--- config.mk ---
export PLATFORM = sky130hd
export DESIGN_NAME = adaptive_load_sampling_profiler
export DESIGN_NICKNAME = d
export VERILOG_FILES = /design/src/rtl/alsp_pkg.sv /design/src/rtl/alsp_mul.sv /design/src/rtl/alsp_div.sv /design/src/rtl/adaptive_load_sampling_profiler.sv
export SDC_FILE = /design/constraint.sdc
export NUM_CORES = 2
export LEC_CHECK = 0
export BUFFER_PORTS_ARGS = -buffer_cell sky130_fd_sc_hd__buf_2
export CAP_MARGIN = 15
export CORE_UTILIZATION = 46
export CTS_BUF_LIST = sky130_fd_sc_hd__clkbuf_8
export CTS_CLUSTER_DIAMETER = 120
export CTS_CLUSTER_SIZE = 14
export DETAILED_ROUTE_END_ITERATION = 12
export PLACE_DENSITY = 0.66
export REMOVE_ABC_BUFFERS = 1
export SLEW_MARGIN = 20
export SYNTH_ARGS = -nofsm -noshare
export SYNTH_HDL_FRONTEND = slang
export SYNTH_SLANG_ARGS = --single-unit
--- constraint.sdc ---
create_clock -name clk -period 22.4 [get_ports clk]
set_clock_uncertainty 0.1 [all_clocks]
set_input_delay 1.12 -clock clk [delete_from_list [all_inputs] [get_ports clk]]
set_output_delay 1.12 -clock clk [all_outputs]
set_load 0.02 [all_outputs]
--- src/rtl/alsp_pkg.sv ---
// ----------------------------------------------------------------------------
// alsp_pkg
// Shared types and constants for the adaptive load sampling profiler.
// ----------------------------------------------------------------------------
`default_nettype none

package alsp_pkg;

    localparam int CFG_W    = 40;   // widest configuration register
    localparam int CFG_IX_W = 3;
    localparam int WIDE_W   = 96;   // product and dividend width
    localparam int MUL_A_W  = 64;
    localparam int MUL_B_W  = 40;
    localparam int MUL_N_W  = 6;
    localparam int DIV_D_W  = 64;
    localparam int DIV_Q_W  = 32;
    localparam int DIV_N_W  = 7;

    localparam logic [19:0] MICRO = 20'd1000000;

    localparam logic [CFG_IX_W-1:0] REG_CAPACITY = 3'd0;
    localparam logic [CFG_IX_W-1:0] REG_TARGET   = 3'd1;
    localparam logic [CFG_IX_W-1:0] REG_TICK     = 3'd2;
    localparam logic [CFG_IX_W-1:0] REG_MAX_PER  = 3'd3;
    localparam logic [CFG_IX_W-1:0] REG_LOW_THR  = 3'd4;
    localparam logic [CFG_IX_W-1:0] REG_START_EL = 3'd5;

    typedef enum logic [3:0] {
        S_IDLE,
        S_MUL_D1,
        S_MUL_P1,
        S_DIV1,
        S_PERIOD,
        S_MUL_T,
        S_MUL_P2,
        S_DIV2,
        S_DONE
    } state_t;

endpackage

`default_nettype wire

--- src/rtl/alsp_mul.sv ---
// ----------------------------------------------------------------------------
// alsp_mul
// Bit-serial shift-add multiplier, one multiplier bit per cycle.
// ----------------------------------------------------------------------------
`default_nettype none

module alsp_mul (
    input  wire logic                          clk,
    input  wire logic                          rst_n,
    input  wire logic                          start,
    input  wire logic [alsp_pkg::MUL_A_W-1:0]  a,
    input  wire logic [alsp_pkg::MUL_B_W-1:0]  b,
    input  wire logic [alsp_pkg::MUL_N_W-1:0]  nbits,
    output logic                               done,
    output logic [alsp_pkg::WIDE_W-1:0]        prod
);

    logic                          busy_reg;
    logic                          done_reg;
    logic [alsp_pkg::MUL_N_W-1:0]  cnt_reg;
    logic [alsp_pkg::WIDE_W-1:0]   acc_reg;
    logic [alsp_pkg::WIDE_W-1:0]   mcand_reg;
    logic [alsp_pkg::MUL_B_W-1:0]  mplier_reg;

    always_ff @(posedge clk or negedge rst_n)
    begin
        if (!rst_n)
        begin
            busy_reg <= 1'b0;
            done_reg <= 1'b0;
            cnt_reg  <= '0;
        end
        else
        begin
            done_reg <= 1'b0;
            if (start)
            begin
                busy_reg <= 1'b1;
                cnt_reg  <= nbits;
            end
            else if (busy_reg)
            begin
                cnt_reg <= cnt_reg - 1'b1;
                if (cnt_reg == alsp_pkg::MUL_N_W'(1))
                begin
                    busy_reg <= 1'b0;
                    done_reg <= 1'b1;
                end
            end
        end
    end

    always_ff @(posedge clk)
    begin
        if (start)
        begin
            acc_reg    <= '0;
            mcand_reg  <= alsp_pkg::WIDE_W'(a);
            mplier_reg <= b;
        end
        else if (busy_reg)
        begin
            if (mplier_reg[0])
                acc_reg <= acc_reg + mcand_reg;
            mcand_reg  <= mcand_reg << 1;
            mplier_reg <= mplier_reg >> 1;
        end
    end

    assign done = done_reg;
    assign prod = acc_reg;

endmodule

`default_nettype wire

--- src/rtl/alsp_div.sv ---
// ----------------------------------------------------------------------------
// alsp_div
// Restoring divider, one dividend bit per cycle, quotient with sticky overflow.
// ----------------------------------------------------------------------------
`default_nettype none

module alsp_div (
    input  wire logic                          clk,
    input  wire logic                          rst_n,
    input  wire logic                          start,
    input  wire logic [alsp_pkg::WIDE_W-1:0]   num,
    input  wire logic [alsp_pkg::DIV_D_W-1:0]  den,
    output logic                               done,
    output logic [alsp_pkg::DIV_Q_W-1:0]       quo,
    output logic                               ovf
);

    logic                          busy_reg;
    logic                          done_reg;
    logic [alsp_pkg::DIV_N_W-1:0]  cnt_reg;
    logic [alsp_pkg::WIDE_W-1:0]   num_reg;
    logic [alsp_pkg::DIV_D_W-1:0]  den_reg;
    logic [alsp_pkg::DIV_D_W-2:0]  rem_reg;
    logic [alsp_pkg::DIV_Q_W-1:0]  quo_reg;
    logic                          ovf_reg;
    logic [alsp_pkg::DIV_D_W-1:0]  trial;
    logic [alsp_pkg::DIV_D_W-1:0]  diff;
    logic                          ge;

    // remainder stays below the divisor, which is under 2^63
    assign trial = {rem_reg, num_reg[alsp_pkg::WIDE_W-1]};
    assign diff  = trial - den_reg;
    assign ge    = (trial >= den_reg);

    always_ff @(posedge clk or negedge rst_n)
    begin
        if (!rst_n)
        begin
            busy_reg <= 1'b0;
            done_reg <= 1'b0;
            cnt_reg  <= '0;
        end
        else
        begin
            done_reg <= 1'b0;
            if (start)
            begin
                busy_reg <= 1'b1;
                cnt_reg  <= alsp_pkg::DIV_N_W'(alsp_pkg::WIDE_W);
            end
            else if (busy_reg)
            begin
                cnt_reg <= cnt_reg - 1'b1;
                if (cnt_reg == alsp_pkg::DIV_N_W'(1))
                begin
                    busy_reg <= 1'b0;
                    done_reg <= 1'b1;
                end
            end
        end
    end

    always_ff @(posedge clk)
    begin
        if (start)
        begin
            num_reg <= num;
            den_reg <= den;
            rem_reg <= '0;
            quo_reg <= '0;
            ovf_reg <= 1'b0;
        end
        else if (busy_reg)
        begin
            num_reg <= num_reg << 1;
            rem_reg <= ge ? diff[alsp_pkg::DIV_D_W-2:0] : trial[alsp_pkg::DIV_D_W-2:0];
            quo_reg <= {quo_reg[alsp_pkg::DIV_Q_W-2:0], ge};
            ovf_reg <= ovf_reg | quo_reg[alsp_pkg::DIV_Q_W-1];
        end
    end

    assign done = done_reg;
    assign quo  = quo_reg;
    assign ovf  = ovf_reg;

endmodule

`default_nettype wire

--- src/rtl/adaptive_load_sampling_profiler.sv ---
// ----------------------------------------------------------------------------
// adaptive_load_sampling_profiler
// Per-tick charge accounting and adaptive sampling period computation.
// ----------------------------------------------------------------------------
// Usage:
//   Input channel (in_valid / in_stall) carries one signed current sample per
//   profiler tick. Output channel (out_valid / out_stall) returns one result
//   per sample: update and wakeup flags, charge fraction, interval, period.
//   The user must write configuration (cfg_we / cfg_index / cfg_wdata) only
//   while idle; the block does not enforce this. One sample at a time.
//   Charge step: a 20-bit and a 24-bit bit-serial multiply and the 96-step
//   divide; the next request is taken once the result has been loaded into
//   the output register. A sample that updates the period adds a 20-bit and
//   a 40-bit multiply and a second divide; below-threshold current skips
//   them. The first sample after reset takes only the period path.
// Reset:
//   Not started, accumulators clear, all registers at their reset values.
// Stall:
//   A finished result waits in the output register; the next sample is taken
//   meanwhile and its result holds until the output register is free.
// ----------------------------------------------------------------------------
`default_nettype none

module adaptive_load_sampling_profiler #(
    parameter int CHARGE_FRAC_BITS = 28
) (
    input  wire logic                           clk,
    input  wire logic                           rst_n,
    input  wire logic                           cfg_we,
    input  wire logic [alsp_pkg::CFG_IX_W-1:0]  cfg_index,
    input  wire logic [alsp_pkg::CFG_W-1:0]     cfg_wdata,
    input  wire logic                           in_valid,
    output logic                                in_stall,
    input  wire logic signed [23:0]             current_ua,
    output logic                                out_valid,
    input  wire logic                           out_stall,
    output logic                                updated,
    output logic                                wakeup,
    output logic signed [31:0]                  charge_fraction,
    output logic [31:0]                         interval_us,
    output logic [31:0]                         period_us
);

    localparam logic signed [31:0] SMALL_CHARGE = 32'((64'd1 << CHARGE_FRAC_BITS) / 1000);

    alsp_pkg::state_t state_reg, state_next;

    logic [39:0]         cap_reg;
    logic [28:0]         target_reg;
    logic [31:0]         tick_reg;
    logic [31:0]         maxp_reg;
    logic [22:0]         thr_reg;

    logic                started_reg;
    logic signed [23:0]  last_current_reg;
    logic [31:0]         last_period_reg;
    logic [31:0]         last_interval_reg;
    logic signed [31:0]  charge_acc_reg;
    logic [31:0]         elapsed_reg;
    logic                upd_reg;
    logic                wake_reg;
    logic                rising_reg;
    logic                fall_reg;
    logic                out_valid_reg;

    logic                cur_neg_reg;
    logic [23:0]         mag_reg;
    logic [63:0]         d1_reg;
    logic                updated_reg;
    logic                wakeup_reg;
    logic signed [31:0]  charge_out_reg;
    logic [31:0]         interval_out_reg;
    logic [31:0]         period_out_reg;

    logic                             accept;
    logic                             out_load;
    logic [23:0]                      in_mag;
    logic [39:0]                      cap1;
    logic                             in_rising;
    logic                             in_fall;

    logic                             mul_start;
    logic [alsp_pkg::MUL_A_W-1:0]     mul_a;
    logic [alsp_pkg::MUL_B_W-1:0]     mul_b;
    logic [alsp_pkg::MUL_N_W-1:0]     mul_n;
    logic                             mul_done;
    logic [alsp_pkg::WIDE_W-1:0]      mul_prod;

    logic                             div_start;
    logic [alsp_pkg::WIDE_W-1:0]      div_num;
    logic [alsp_pkg::DIV_D_W-1:0]     div_den;
    logic                             div_done;
    logic [alsp_pkg::DIV_Q_W-1:0]     div_quo;
    logic                             div_ovf;

    logic [31:0]                      step_mag;
    logic signed [33:0]               step_s;
    logic signed [33:0]               sum_s;
    logic [32:0]                      el_sum;
    logic [31:0]                      el_c;
    logic signed [31:0]               ch_c;
    logic [31:0]                      intv_c;
    logic                             upd_c;
    logic                             low_cur;
    logic [31:0]                      period_c;

    alsp_mul u_mul (
        .clk   (clk),
        .rst_n (rst_n),
        .start (mul_start),
        .a     (mul_a),
        .b     (mul_b),
        .nbits (mul_n),
        .done  (mul_done),
        .prod  (mul_prod)
    );

    alsp_div u_div (
        .clk   (clk),
        .rst_n (rst_n),
        .start (div_start),
        .num   (div_num),
        .den   (div_den),
        .done  (div_done),
        .quo   (div_quo),
        .ovf   (div_ovf)
    );

    assign accept    = in_valid && (state_reg == alsp_pkg::S_IDLE);
    assign in_stall  = (state_reg != alsp_pkg::S_IDLE);
    assign in_mag    = current_ua[23] ? (~current_ua + 24'd1) : current_ua;
    assign cap1      = (cap_reg == 40'd0) ? 40'd1 : cap_reg;
    assign in_rising = (last_current_reg < $signed({1'b0, thr_reg}))
                    && (current_ua > $signed({1'b0, thr_reg}));
    assign in_fall   = (last_current_reg > $signed({1'b0, thr_reg}))
                    && (current_ua < $signed({1'b0, thr_reg}));
    assign low_cur   = (mag_reg == 24'd0) || (mag_reg < {1'b0, thr_reg});

    // charge step, accumulator, update decisions and period clamp
    always_comb
    begin
        step_mag = (div_ovf || (div_quo > 32'h8000_0000)) ? 32'h8000_0000 : div_quo;
        step_s   = cur_neg_reg ? -$signed({2'b00, step_mag}) : $signed({2'b00, step_mag});
        sum_s    = $signed({{2{charge_acc_reg[31]}}, charge_acc_reg}) + step_s;
        el_sum   = {1'b0, elapsed_reg} + {1'b0, tick_reg};
        el_c     = el_sum[32] ? 32'hFFFF_FFFF : el_sum[31:0];
        if (sum_s > 34'sh0_7FFF_FFFF)
            ch_c = 32'sh7FFF_FFFF;
        else if (sum_s < -34'sh0_8000_0000)
            ch_c = -32'sh8000_0000;
        else
            ch_c = sum_s[31:0];
        intv_c = last_interval_reg;
        upd_c  = 1'b0;
        if (el_c >= maxp_reg)
        begin
            if (!rising_reg)
            begin
                upd_c  = 1'b1;
                ch_c   = '0;
                intv_c = el_c;
            end
            el_c = '0;
        end
        if ($signed({ch_c[31], ch_c}) >= $signed({4'b0000, target_reg}))
        begin
            intv_c = el_c;
            ch_c   = '0;
            el_c   = '0;
            upd_c  = 1'b1;
        end
        if ((ch_c > SMALL_CHARGE) && fall_reg)
        begin
            intv_c = el_c;
            ch_c   = '0;
            el_c   = '0;
            upd_c  = 1'b1;
        end
        period_c = (div_ovf || (div_quo > maxp_reg)) ? maxp_reg : div_quo;
    end

    always_ff @(posedge clk or negedge rst_n)
    begin
        if (!rst_n)
            state_reg <= alsp_pkg::S_IDLE;
        else
            state_reg <= state_next;
    end

    always_comb
    begin
        state_next = state_reg;
        mul_start  = 1'b0;
        mul_a      = '0;
        mul_b      = '0;
        mul_n      = '0;
        div_start  = 1'b0;
        div_num    = '0;
        div_den    = '0;
        out_load   = 1'b0;
        unique case (state_reg)
            alsp_pkg::S_IDLE:
            begin
                if (in_valid)
                begin
                    if (started_reg)
                    begin
                        mul_start  = 1'b1;
                        mul_a      = alsp_pkg::MUL_A_W'(cap1);
                        mul_b      = alsp_pkg::MUL_B_W'(alsp_pkg::MICRO);
                        mul_n      = alsp_pkg::MUL_N_W'(20);
                        state_next = alsp_pkg::S_MUL_D1;
                    end
                    else
                        state_next = alsp_pkg::S_PERIOD;
                end
            end
            alsp_pkg::S_MUL_D1:
            begin
                if (mul_done)
                begin
                    mul_start  = 1'b1;
                    mul_a      = alsp_pkg::MUL_A_W'(tick_reg);
                    mul_b      = alsp_pkg::MUL_B_W'(mag_reg);
                    mul_n      = alsp_pkg::MUL_N_W'(24);
                    state_next = alsp_pkg::S_MUL_P1;
                end
            end
            alsp_pkg::S_MUL_P1:
            begin
                if (mul_done)
                begin
                    div_start  = 1'b1;
                    div_num    = mul_prod << CHARGE_FRAC_BITS;
                    div_den    = d1_reg;
                    state_next = alsp_pkg::S_DIV1;
                end
            end
            alsp_pkg::S_DIV1:
            begin
                if (div_done)
                    state_next = upd_c ? alsp_pkg::S_PERIOD : alsp_pkg::S_DONE;
            end
            alsp_pkg::S_PERIOD:
            begin
                if (low_cur)
                    state_next = alsp_pkg::S_DONE;
                else
                begin
                    mul_start  = 1'b1;
                    mul_a      = alsp_pkg::MUL_A_W'(target_reg);
                    mul_b      = alsp_pkg::MUL_B_W'(alsp_pkg::MICRO);
                    mul_n      = alsp_pkg::MUL_N_W'(20);
                    state_next = alsp_pkg::S_MUL_T;
                end
            end
            alsp_pkg::S_MUL_T:
            begin
                if (mul_done)
                begin
                    mul_start  = 1'b1;
                    mul_a      = mul_prod[alsp_pkg::MUL_A_W-1:0];
                    mul_b      = cap_reg;
                    mul_n      = alsp_pkg::MUL_N_W'(40);
                    state_next = alsp_pkg::S_MUL_P2;
                end
            end
            alsp_pkg::S_MUL_P2:
            begin
                if (mul_done)
                begin
                    div_start  = 1'b1;
                    div_num    = mul_prod;
                    div_den    = alsp_pkg::DIV_D_W'(mag_reg) << CHARGE_FRAC_BITS;
                    state_next = alsp_pkg::S_DIV2;
                end
            end
            alsp_pkg::S_DIV2:
            begin
                if (div_done)
                    state_next = alsp_pkg::S_DONE;
            end
            alsp_pkg::S_DONE:
            begin
                if (!out_valid_reg || !out_stall)
                begin
                    out_load   = 1'b1;
                    state_next = alsp_pkg::S_IDLE;
                end
            end
            default:
                state_next = alsp_pkg::S_IDLE;
        endcase
    end

    always_ff @(posedge clk or negedge rst_n)
    begin
        if (!rst_n)
        begin
            cap_reg           <= 40'd1;
            target_reg        <= '0;
            tick_reg          <= '0;
            maxp_reg          <= '0;
            thr_reg           <= '0;
            started_reg       <= 1'b0;
            last_current_reg  <= '0;
            last_period_reg   <= '0;
            last_interval_reg <= '0;
            charge_acc_reg    <= '0;
            elapsed_reg       <= '0;
            upd_reg           <= 1'b0;
            wake_reg          <= 1'b0;
            rising_reg        <= 1'b0;
            fall_reg          <= 1'b0;
            out_valid_reg     <= 1'b0;
        end
        else
        begin
            if (cfg_we)
            begin
                unique case (cfg_index)
                    alsp_pkg::REG_CAPACITY: cap_reg <= cfg_wdata;
                    alsp_pkg::REG_TARGET:   target_reg <= cfg_wdata[28:0];
                    alsp_pkg::REG_TICK:     tick_reg <= cfg_wdata[31:0];
                    alsp_pkg::REG_MAX_PER:
                    begin
                        maxp_reg        <= cfg_wdata[31:0];
                        last_period_reg <= cfg_wdata[31:0];
                    end
                    alsp_pkg::REG_LOW_THR:  thr_reg <= cfg_wdata[22:0];
                    alsp_pkg::REG_START_EL: elapsed_reg <= cfg_wdata[31:0];
                    default: ;
                endcase
            end

            if (accept)
            begin
                last_current_reg <= current_ua;
                rising_reg       <= in_rising;
                fall_reg         <= in_fall;
                wake_reg         <= started_reg && in_rising;
                upd_reg          <= !started_reg;
                started_reg      <= 1'b1;
            end

            if ((state_reg == alsp_pkg::S_DIV1) && div_done)
            begin
                elapsed_reg       <= el_c;
                charge_acc_reg    <= ch_c;
                last_interval_reg <= intv_c;
                upd_reg           <= upd_c;
            end

            if ((state_reg == alsp_pkg::S_PERIOD) && low_cur)
                last_period_reg <= maxp_reg;
            if ((state_reg == alsp_pkg::S_DIV2) && div_done)
                last_period_reg <= period_c;

            if (out_load)
                out_valid_reg <= 1'b1;
            else if (!out_stall)
                out_valid_reg <= 1'b0;
        end
    end

    always_ff @(posedge clk)
    begin
        if (accept)
        begin
            cur_neg_reg <= current_ua[23];
            mag_reg     <= in_mag;
        end
        if ((state_reg == alsp_pkg::S_MUL_D1) && mul_done)
            d1_reg <= mul_prod[63:0];
        if (out_load)
        begin
            updated_reg      <= upd_reg;
            wakeup_reg       <= wake_reg;
            charge_out_reg   <= charge_acc_reg;
            interval_out_reg <= last_interval_reg;
            period_out_reg   <= last_period_reg;
        end
    end

    assign out_valid       = out_valid_reg;
    assign updated         = updated_reg;
    assign wakeup          = wakeup_reg;
    assign charge_fraction = charge_out_reg;
    assign interval_us     = interval_out_reg;
    assign period_us       = period_out_reg;

endmodule

`default_nettype wire
; Word-level counts from Yosys, hierarchy flattened
; Index checks and enable logic that the tools add are counted.
[word_totals]
regBits = 1010
inputBits = 72
word_cells = 231
[classes]
addsub = 8
n_lt_le_gt_ge = 13
eq_ne = 25
muxes = 101
bitwise_logic = 2
reduce_logical = 41
[op_table]
columns = cell, n
row1 = 32-bit two-way mux, 24
row2 = 96-bit two-way mux, 4
row3 = 64-bit two-way mux, 4
row4 = 64-bit one-hot mux with 4 select lines, 1
row5 = 40-bit two-way mux, 6
row6 = 96-bit one-hot mux with 2 select lines, 1
row7 = 40-bit one-hot mux with 4 select lines, 1
row8 = 64-bit one-hot mux with 2 select lines, 1
row9 = 96-bit adder, 1
row10 = 64-bit >= comparator, 1
row11 = 63-bit two-way mux, 1
row12 = 63-bit subtractor, 1
row13 = 20-bit two-way mux, 3
row14 = 52-bit two-way mux, 1
row15 = 24-bit greater-than comparator, 2
row16 = 24-bit < comparator, 2
row17 = 40-bit logical NOT, 1
row18 = 4-bit two-way mux, 10
row19 = 4-bit one-hot mux with 9 select lines, 1
row20 = 32-bit by 34-bit adder with 34-bit output, 1
row21 = "34-bit by 32-bit greater-than comparator with 1-bit output, second input constant", 1
row22 = "34-bit by 32-bit < comparator with 1-bit output, second input constant", 1
row23 = 34-bit two-way mux, 1
row24 = 32-bit negation with 34-bit output, 1
row25 = 47 further kinds, 119

; Depth between registers and ports, before layout
[depth]
depth_word = 19
depth_mapped = 46

; Cells and area by module
; A second synthesis with hierarchy kept.
[hier_totals]
cells_unflattened = 6406
hier_area_um2 = 61634.1
[modules_own_cells]
columns = mod, n_inst, cells_per_inst, area_each_um2, seq_area_each_um2
row1 = adaptive_load_sampling_profiler, 1, 3285, 31715.4, 13574.3
row2 = alsp_mul, 1, 1687, 15144.5, 5885.6
row3 = alsp_div, 1, 1434, 14774.2, 6951.7

; Least setup slack after synthesis
; No wires, ideal clock.
[synth_path]
kind = register to register
from = register u_div.quo_reg (netlist bit u_div.quo[2])
to = register last_interval_reg[23]
arrival_time_ns = 8.797
required_time_ns = 22.178
slack_ns = 13.381
path_stages_with_launch = 45
path_cell_list = dfxtp_1 -> buf_2 -> or4_1 -> buf_2 -> nor3_4 -> nand4_1 -> a21oi_1 -> clkbuf_1 -> nand2_1 -> ha_1 -> clkbuf_1 -> nor2_1 -> nor2_1 -> clkbuf_1 -> a311oi_1 -> ha_1 -> clkbuf_1 -> o211ai_1 -> [... 9 more ...] -> nand2_1 -> clkbuf_1 -> o21ai_0 -> ha_1 -> a21o_1 -> a21o_1 -> a21oi_1 -> nand2b_1 -> a21oi_1 -> o211ai_1 -> a311o_1 -> nand3b_1 -> nor4_4 -> a31o_2 -> o21ai_4 -> a21oi_4 -> buf_8 -> o2bb2ai_1
[synth_between]
elab_chain_len = 17
elab_cells_between_ends = 22
[synth_lines]
columns = item, line_no
row1 = start: declaration, alsp_div.sv:24  ; logic [alsp_pkg::DIV_Q_W-1:0] quo_reg;
row2 = start signal: assignment, alsp_div.sv:77  ; quo_reg <= {quo_reg[alsp_pkg::DIV_Q_W-2:0], ge};
row3 = 32-bit greater-than comparator, adaptive_load_sampling_profiler.sv:142  ; step_mag = (div_ovf || (div_quo > 32'h8000_0000)) ? 32'h8000_0000 : div_quo;
row4 = 1-bit logical OR, adaptive_load_sampling_profiler.sv:142
row5 = 32-bit two-way mux (*), adaptive_load_sampling_profiler.sv:142
row6 = 32-bit negation with 34-bit output, adaptive_load_sampling_profiler.sv:143  ; step_s = cur_neg_reg ? -$signed({2'b00, step_mag}) : $signed({2'b00, step_mag});
row7 = 34-bit two-way mux (*), adaptive_load_sampling_profiler.sv:143
row8 = 32-bit by 34-bit adder with 34-bit output (*), adaptive_load_sampling_profiler.sv:144  ; sum_s = $signed({{2{charge_acc_reg[31]}}, charge_acc_reg}) + step_s;
row9 = 34-bit by 32-bit < comparator with 1-bit output, adaptive_load_sampling_profiler.sv:149  ; else if (sum_s < -34'sh0_8000_0000)
row10 = 32-bit two-way mux, adaptive_load_sampling_profiler.sv:149
row11 = 32-bit two-way mux (*), adaptive_load_sampling_profiler.sv:147  ; if (sum_s > 34'sh0_7FFF_FFFF)
row12 = 32-bit two-way mux, adaptive_load_sampling_profiler.sv:157  ; if (!rising_reg)
row13 = 32-bit two-way mux (*), adaptive_load_sampling_profiler.sv:155  ; if (el_c >= maxp_reg)
row14 = 32-bit by 30-bit >= comparator with 1-bit output, adaptive_load_sampling_profiler.sv:165  ; if ($signed({ch_c[31], ch_c}) >= $signed({4'b0000, target_reg}))
row15 = 32-bit two-way mux, adaptive_load_sampling_profiler.sv:165
row16 = 32-bit by 20-bit greater-than comparator with 1-bit output, adaptive_load_sampling_profiler.sv:172  ; if ((ch_c > SMALL_CHARGE) && fall_reg)
row17 = 1-bit logical AND, adaptive_load_sampling_profiler.sv:172
row18 = 3-bit by 1-bit != test with 1-bit output (no line) or 3-bit nonzero test (tied branches), -
row19 = 3-bit AND reduction (no line), -
row20 = end signal: assignment, adaptive_load_sampling_profiler.sv:350  ; last_interval_reg <= intv_c;
row21 = end: declaration, adaptive_load_sampling_profiler.sv:57  ; logic [31:0] last_interval_reg;
; Mark *: on every way between the ends. The rest lies on a longest branch, timed or not.
; A chain may end at the register's enable or synchronous reset.

; Worst setup path after layout
[layout_path]
from = register tick_reg[0]
to = register last_interval_reg[7]
[layout_between]
elab_chain_len = 10
elab_cells_between_ends = 17
[layout_lines]
columns = item, line_no
row1 = start: declaration, adaptive_load_sampling_profiler.sv:50  ; logic [31:0] tick_reg;
row2 = start signal: assignment, adaptive_load_sampling_profiler.sv:324  ; alsp_pkg::REG_TICK: tick_reg <= cfg_wdata[31:0];
row3 = 32-bit by 32-bit adder with 33-bit output (*), adaptive_load_sampling_profiler.sv:145  ; el_sum = {1'b0, elapsed_reg} + {1'b0, tick_reg};
row4 = 32-bit two-way mux (*), adaptive_load_sampling_profiler.sv:146  ; el_c = el_sum[32] ? 32'hFFFF_FFFF : el_sum[31:0];
row5 = 32-bit >= comparator, adaptive_load_sampling_profiler.sv:155
row6 = 32-bit two-way mux, adaptive_load_sampling_profiler.sv:155
row7 = 32-bit by 30-bit >= comparator with 1-bit output, adaptive_load_sampling_profiler.sv:165
row8 = 32-bit two-way mux, adaptive_load_sampling_profiler.sv:165
row9 = 32-bit by 20-bit greater-than comparator with 1-bit output, adaptive_load_sampling_profiler.sv:172
row10 = 1-bit logical AND, adaptive_load_sampling_profiler.sv:172
row11 = 3-bit by 1-bit != test with 1-bit output (no line) or 3-bit nonzero test (tied branches), -
row12 = 3-bit AND reduction (no line), -
; Mark *: on every way between the ends. The rest lies on a longest branch, timed or not. The select of a mux whose other input is x is not followed.

==> out/qor.yml <==
cp_slowest_stage_delay_ns: 0.98
core_um2: 124000
io_buffers: 171
gp_congestion: 0.946
yosys.area.top_type: "edfxtp_1"
synth_warnings: 0
die_w_um: 355
start_util_pct: 46.4
power.total_mw: 6.98
cts_num_sinks: 1010
finalNetCount: 6278
finalHoldViolCount: 0
hold_class: "in -> async"
final_layout_size_suffix_gt1_share_pct: 8.91
ys.flop_type: "edfxtp_1"
worstRegToRegCells: 40
timing.fmax_ghz: 0.0814
drcViolationCount: 0
syn_avg_cell_area_um2: 9.90
placed_area_um2: 59700
detail_route.wl_per_cell_um: 23.6
r2r_slack_ns: 10.11
antenna_found_initial: 16
hpwl_mm: 129
holdBufCountCts: 0
clk_pin_slew_ns: 0.10
die_area_um2: 126000
p_leak_nw: 26.5
wl_mm: 177
p_per_area_nw_per_um2: 114
synth_seq_cells: 1010
crit_fanout: 34
rsz0062_at_grt: "false"
crit_top_cell: "o21ai_0"
grt_max_degree: 92
synth_cell_types: 103
die_h_um: 355
clock_path_buffers: 3
synth_edf_count: 451
cp.arrival_ns: 12.84
num_vias: 45569
first_pass_iters: 10
slew-limit-headroom_pct: 23.2
h-tree-depth: 3
cts_buffers: 82
cts.repair.resized: 0
gr-usage-all-layers_pct: 27.6
synth_common_cells: "nand2_1, nor2_1, edfxtp_1, a21oi_1, o21ai_0"
synth.area.top_cells: "edfxtp_1, dfrtp_1, ha_1, dfxtp_1, a21oi_1"
worstMarginPinSlew_ns: 1.15
synth-async-reset-ratio_pct: 33.2
postCtsSetupBuffers: 0
cts_tree: "built"
rows: 129
worstSetupPathType: "reg -> reg"
maxSlewViolCount: 0
outcome: "finished clean"
cts_root_buf: "clkbuf_8"
critPathSlowestCell: "a211oi_1"
area_growth_pct: 6.60
setup_viol: 0
yosys.area.top_type_share_pct: 23.6
drtIter0Drc: 4819
ios: 172
vias_per_cell: 6.06
start_kind: "flip-flop"
final_antenna_net_count: 0
cp.required_ns: 22.95
period_needed_ns: 12.29
yosysMostFrequentCell: "nand2_1"
clk_latency_ns: 0.80
synth_area_um2: 57400
final_util_pct: 49.5
vdd_ir_drop_max_mv: 0.0669
final_area_um2: 61200
max_cap_violations: 0
yosysSeqAreaShare_pct: 46.0
endpoint_kind: "flip-flop"
tns_ns: 0
grt_pass1_wl_mm: 268
grt_pass1_vias: 42503
syn_inst: 5796
timing.final.crit_share_pct: 54.9
grt.overflow.total: 0
## final timing paths
path	startpoint	to
worst max-delay path	tick_reg[0]	last_interval_reg[7]
worst min-delay path	rst_n	thr_reg[5]
worst max register to register	tick_reg[0]	last_interval_reg[7]
worst min register to register	last_period_reg[23]	period_us[23]
max in group asynchronous	rst_n	u_div.busy_reg
min in group clk	last_period_reg[23]	period_us[23]
## routing by layer
metal / GRT usage [%] / up-vias / part of all wire [%]
li1: - / 21304 / -
met1: 40.0 / 22225 / 45
met2: 41.5 / 1744 / 44
met3: 4.98 / 284 / 8.7
met4: 9.12 / 12 / 3.2
met5: 0 / - / 0.041
## final cells by class
class	instances	area, µm²
multi-input combinational	4196	28800
inverter	296	1120
sequential	1010	26400
tap	1637	2050
timing repair buffer	225	1300
clock inverter	71	315
antenna	5	12.5
clock buffer	82	1130
fill	11627	62500
## worst max-delay path: cells and delay by family (launching register included)
family | cells | cell delay, ns
AOI/OAI and AO/OA | 27 | 7.64
and+or+nand+nor | 6 | 2.42
adders and majority gates | 4 | 1.07
buffers and inverters | 3 | 0.44
DFF | 1 | 0.42
## per-stage QoR
stage / hold slack [ns] / setup WS (ns) / cells
4_1_cts: 0.207 / 10.50 / 7516
3_5_place_dp: 0.335 / 10.55 / 7363
6_report: 0.224 / 10.11 / 7522
2_1_floorplan: 0.320 / 8.14 / 5502
5_1_grt: 0.260 / 9.65 / 7519
3_3_place_gp: 0.331 / 10.90 / 7363
## power breakdown
part           switching, mW  internal (mW)  leakage (nW)  total (mW)
sequential             0.393           2.32          10.6        2.72
combinational           1.98           1.27          14.9        3.25
clock                  0.663          0.351         0.959        1.01
## cells in the final DEF (no fill, tap or decap), drive strengths merged, types with 14 or more instances in the layout
cell       n
dfxtp    224
ha       391
dfrtp    334
mux2     105
o22ai     40
and2      27
o211ai    19
or3       23
o31ai     25
inv      363
nor3      58
a31oi     63
o21a      54
nand2b    80
a211oi    71
nor2b     38
buf      225
nand2    556
a21o     179
nand3     69
a222oi    56
nand4     68
o21ai    419
nor4      31
xnor2    144
o2bb2ai   34
a21oi    437
a311oi    14
a21boi    14
nor2     476
o221ai    35
clkbuf    82
mux2i    179
and3      68
xor2      97
edfxtp   451
a22o     118
and4      15
o21bai    42
## cells by family after synthesis
group / count (synthesis) / share of synthesized area [%]
xor gates and xnor gates: 241 / 3.71
and+or+nand+nor: 1554 / 12.4
AOI/OAI and AO/OA: 1722 / 20.0
muxes: 284 / 5.19
adders and majority gates: 395 / 8.67
DFF: 1010 / 46.0
buffers and inverters: 590 / 3.99
No activity file was read; power rests on OpenSTA's default activity.
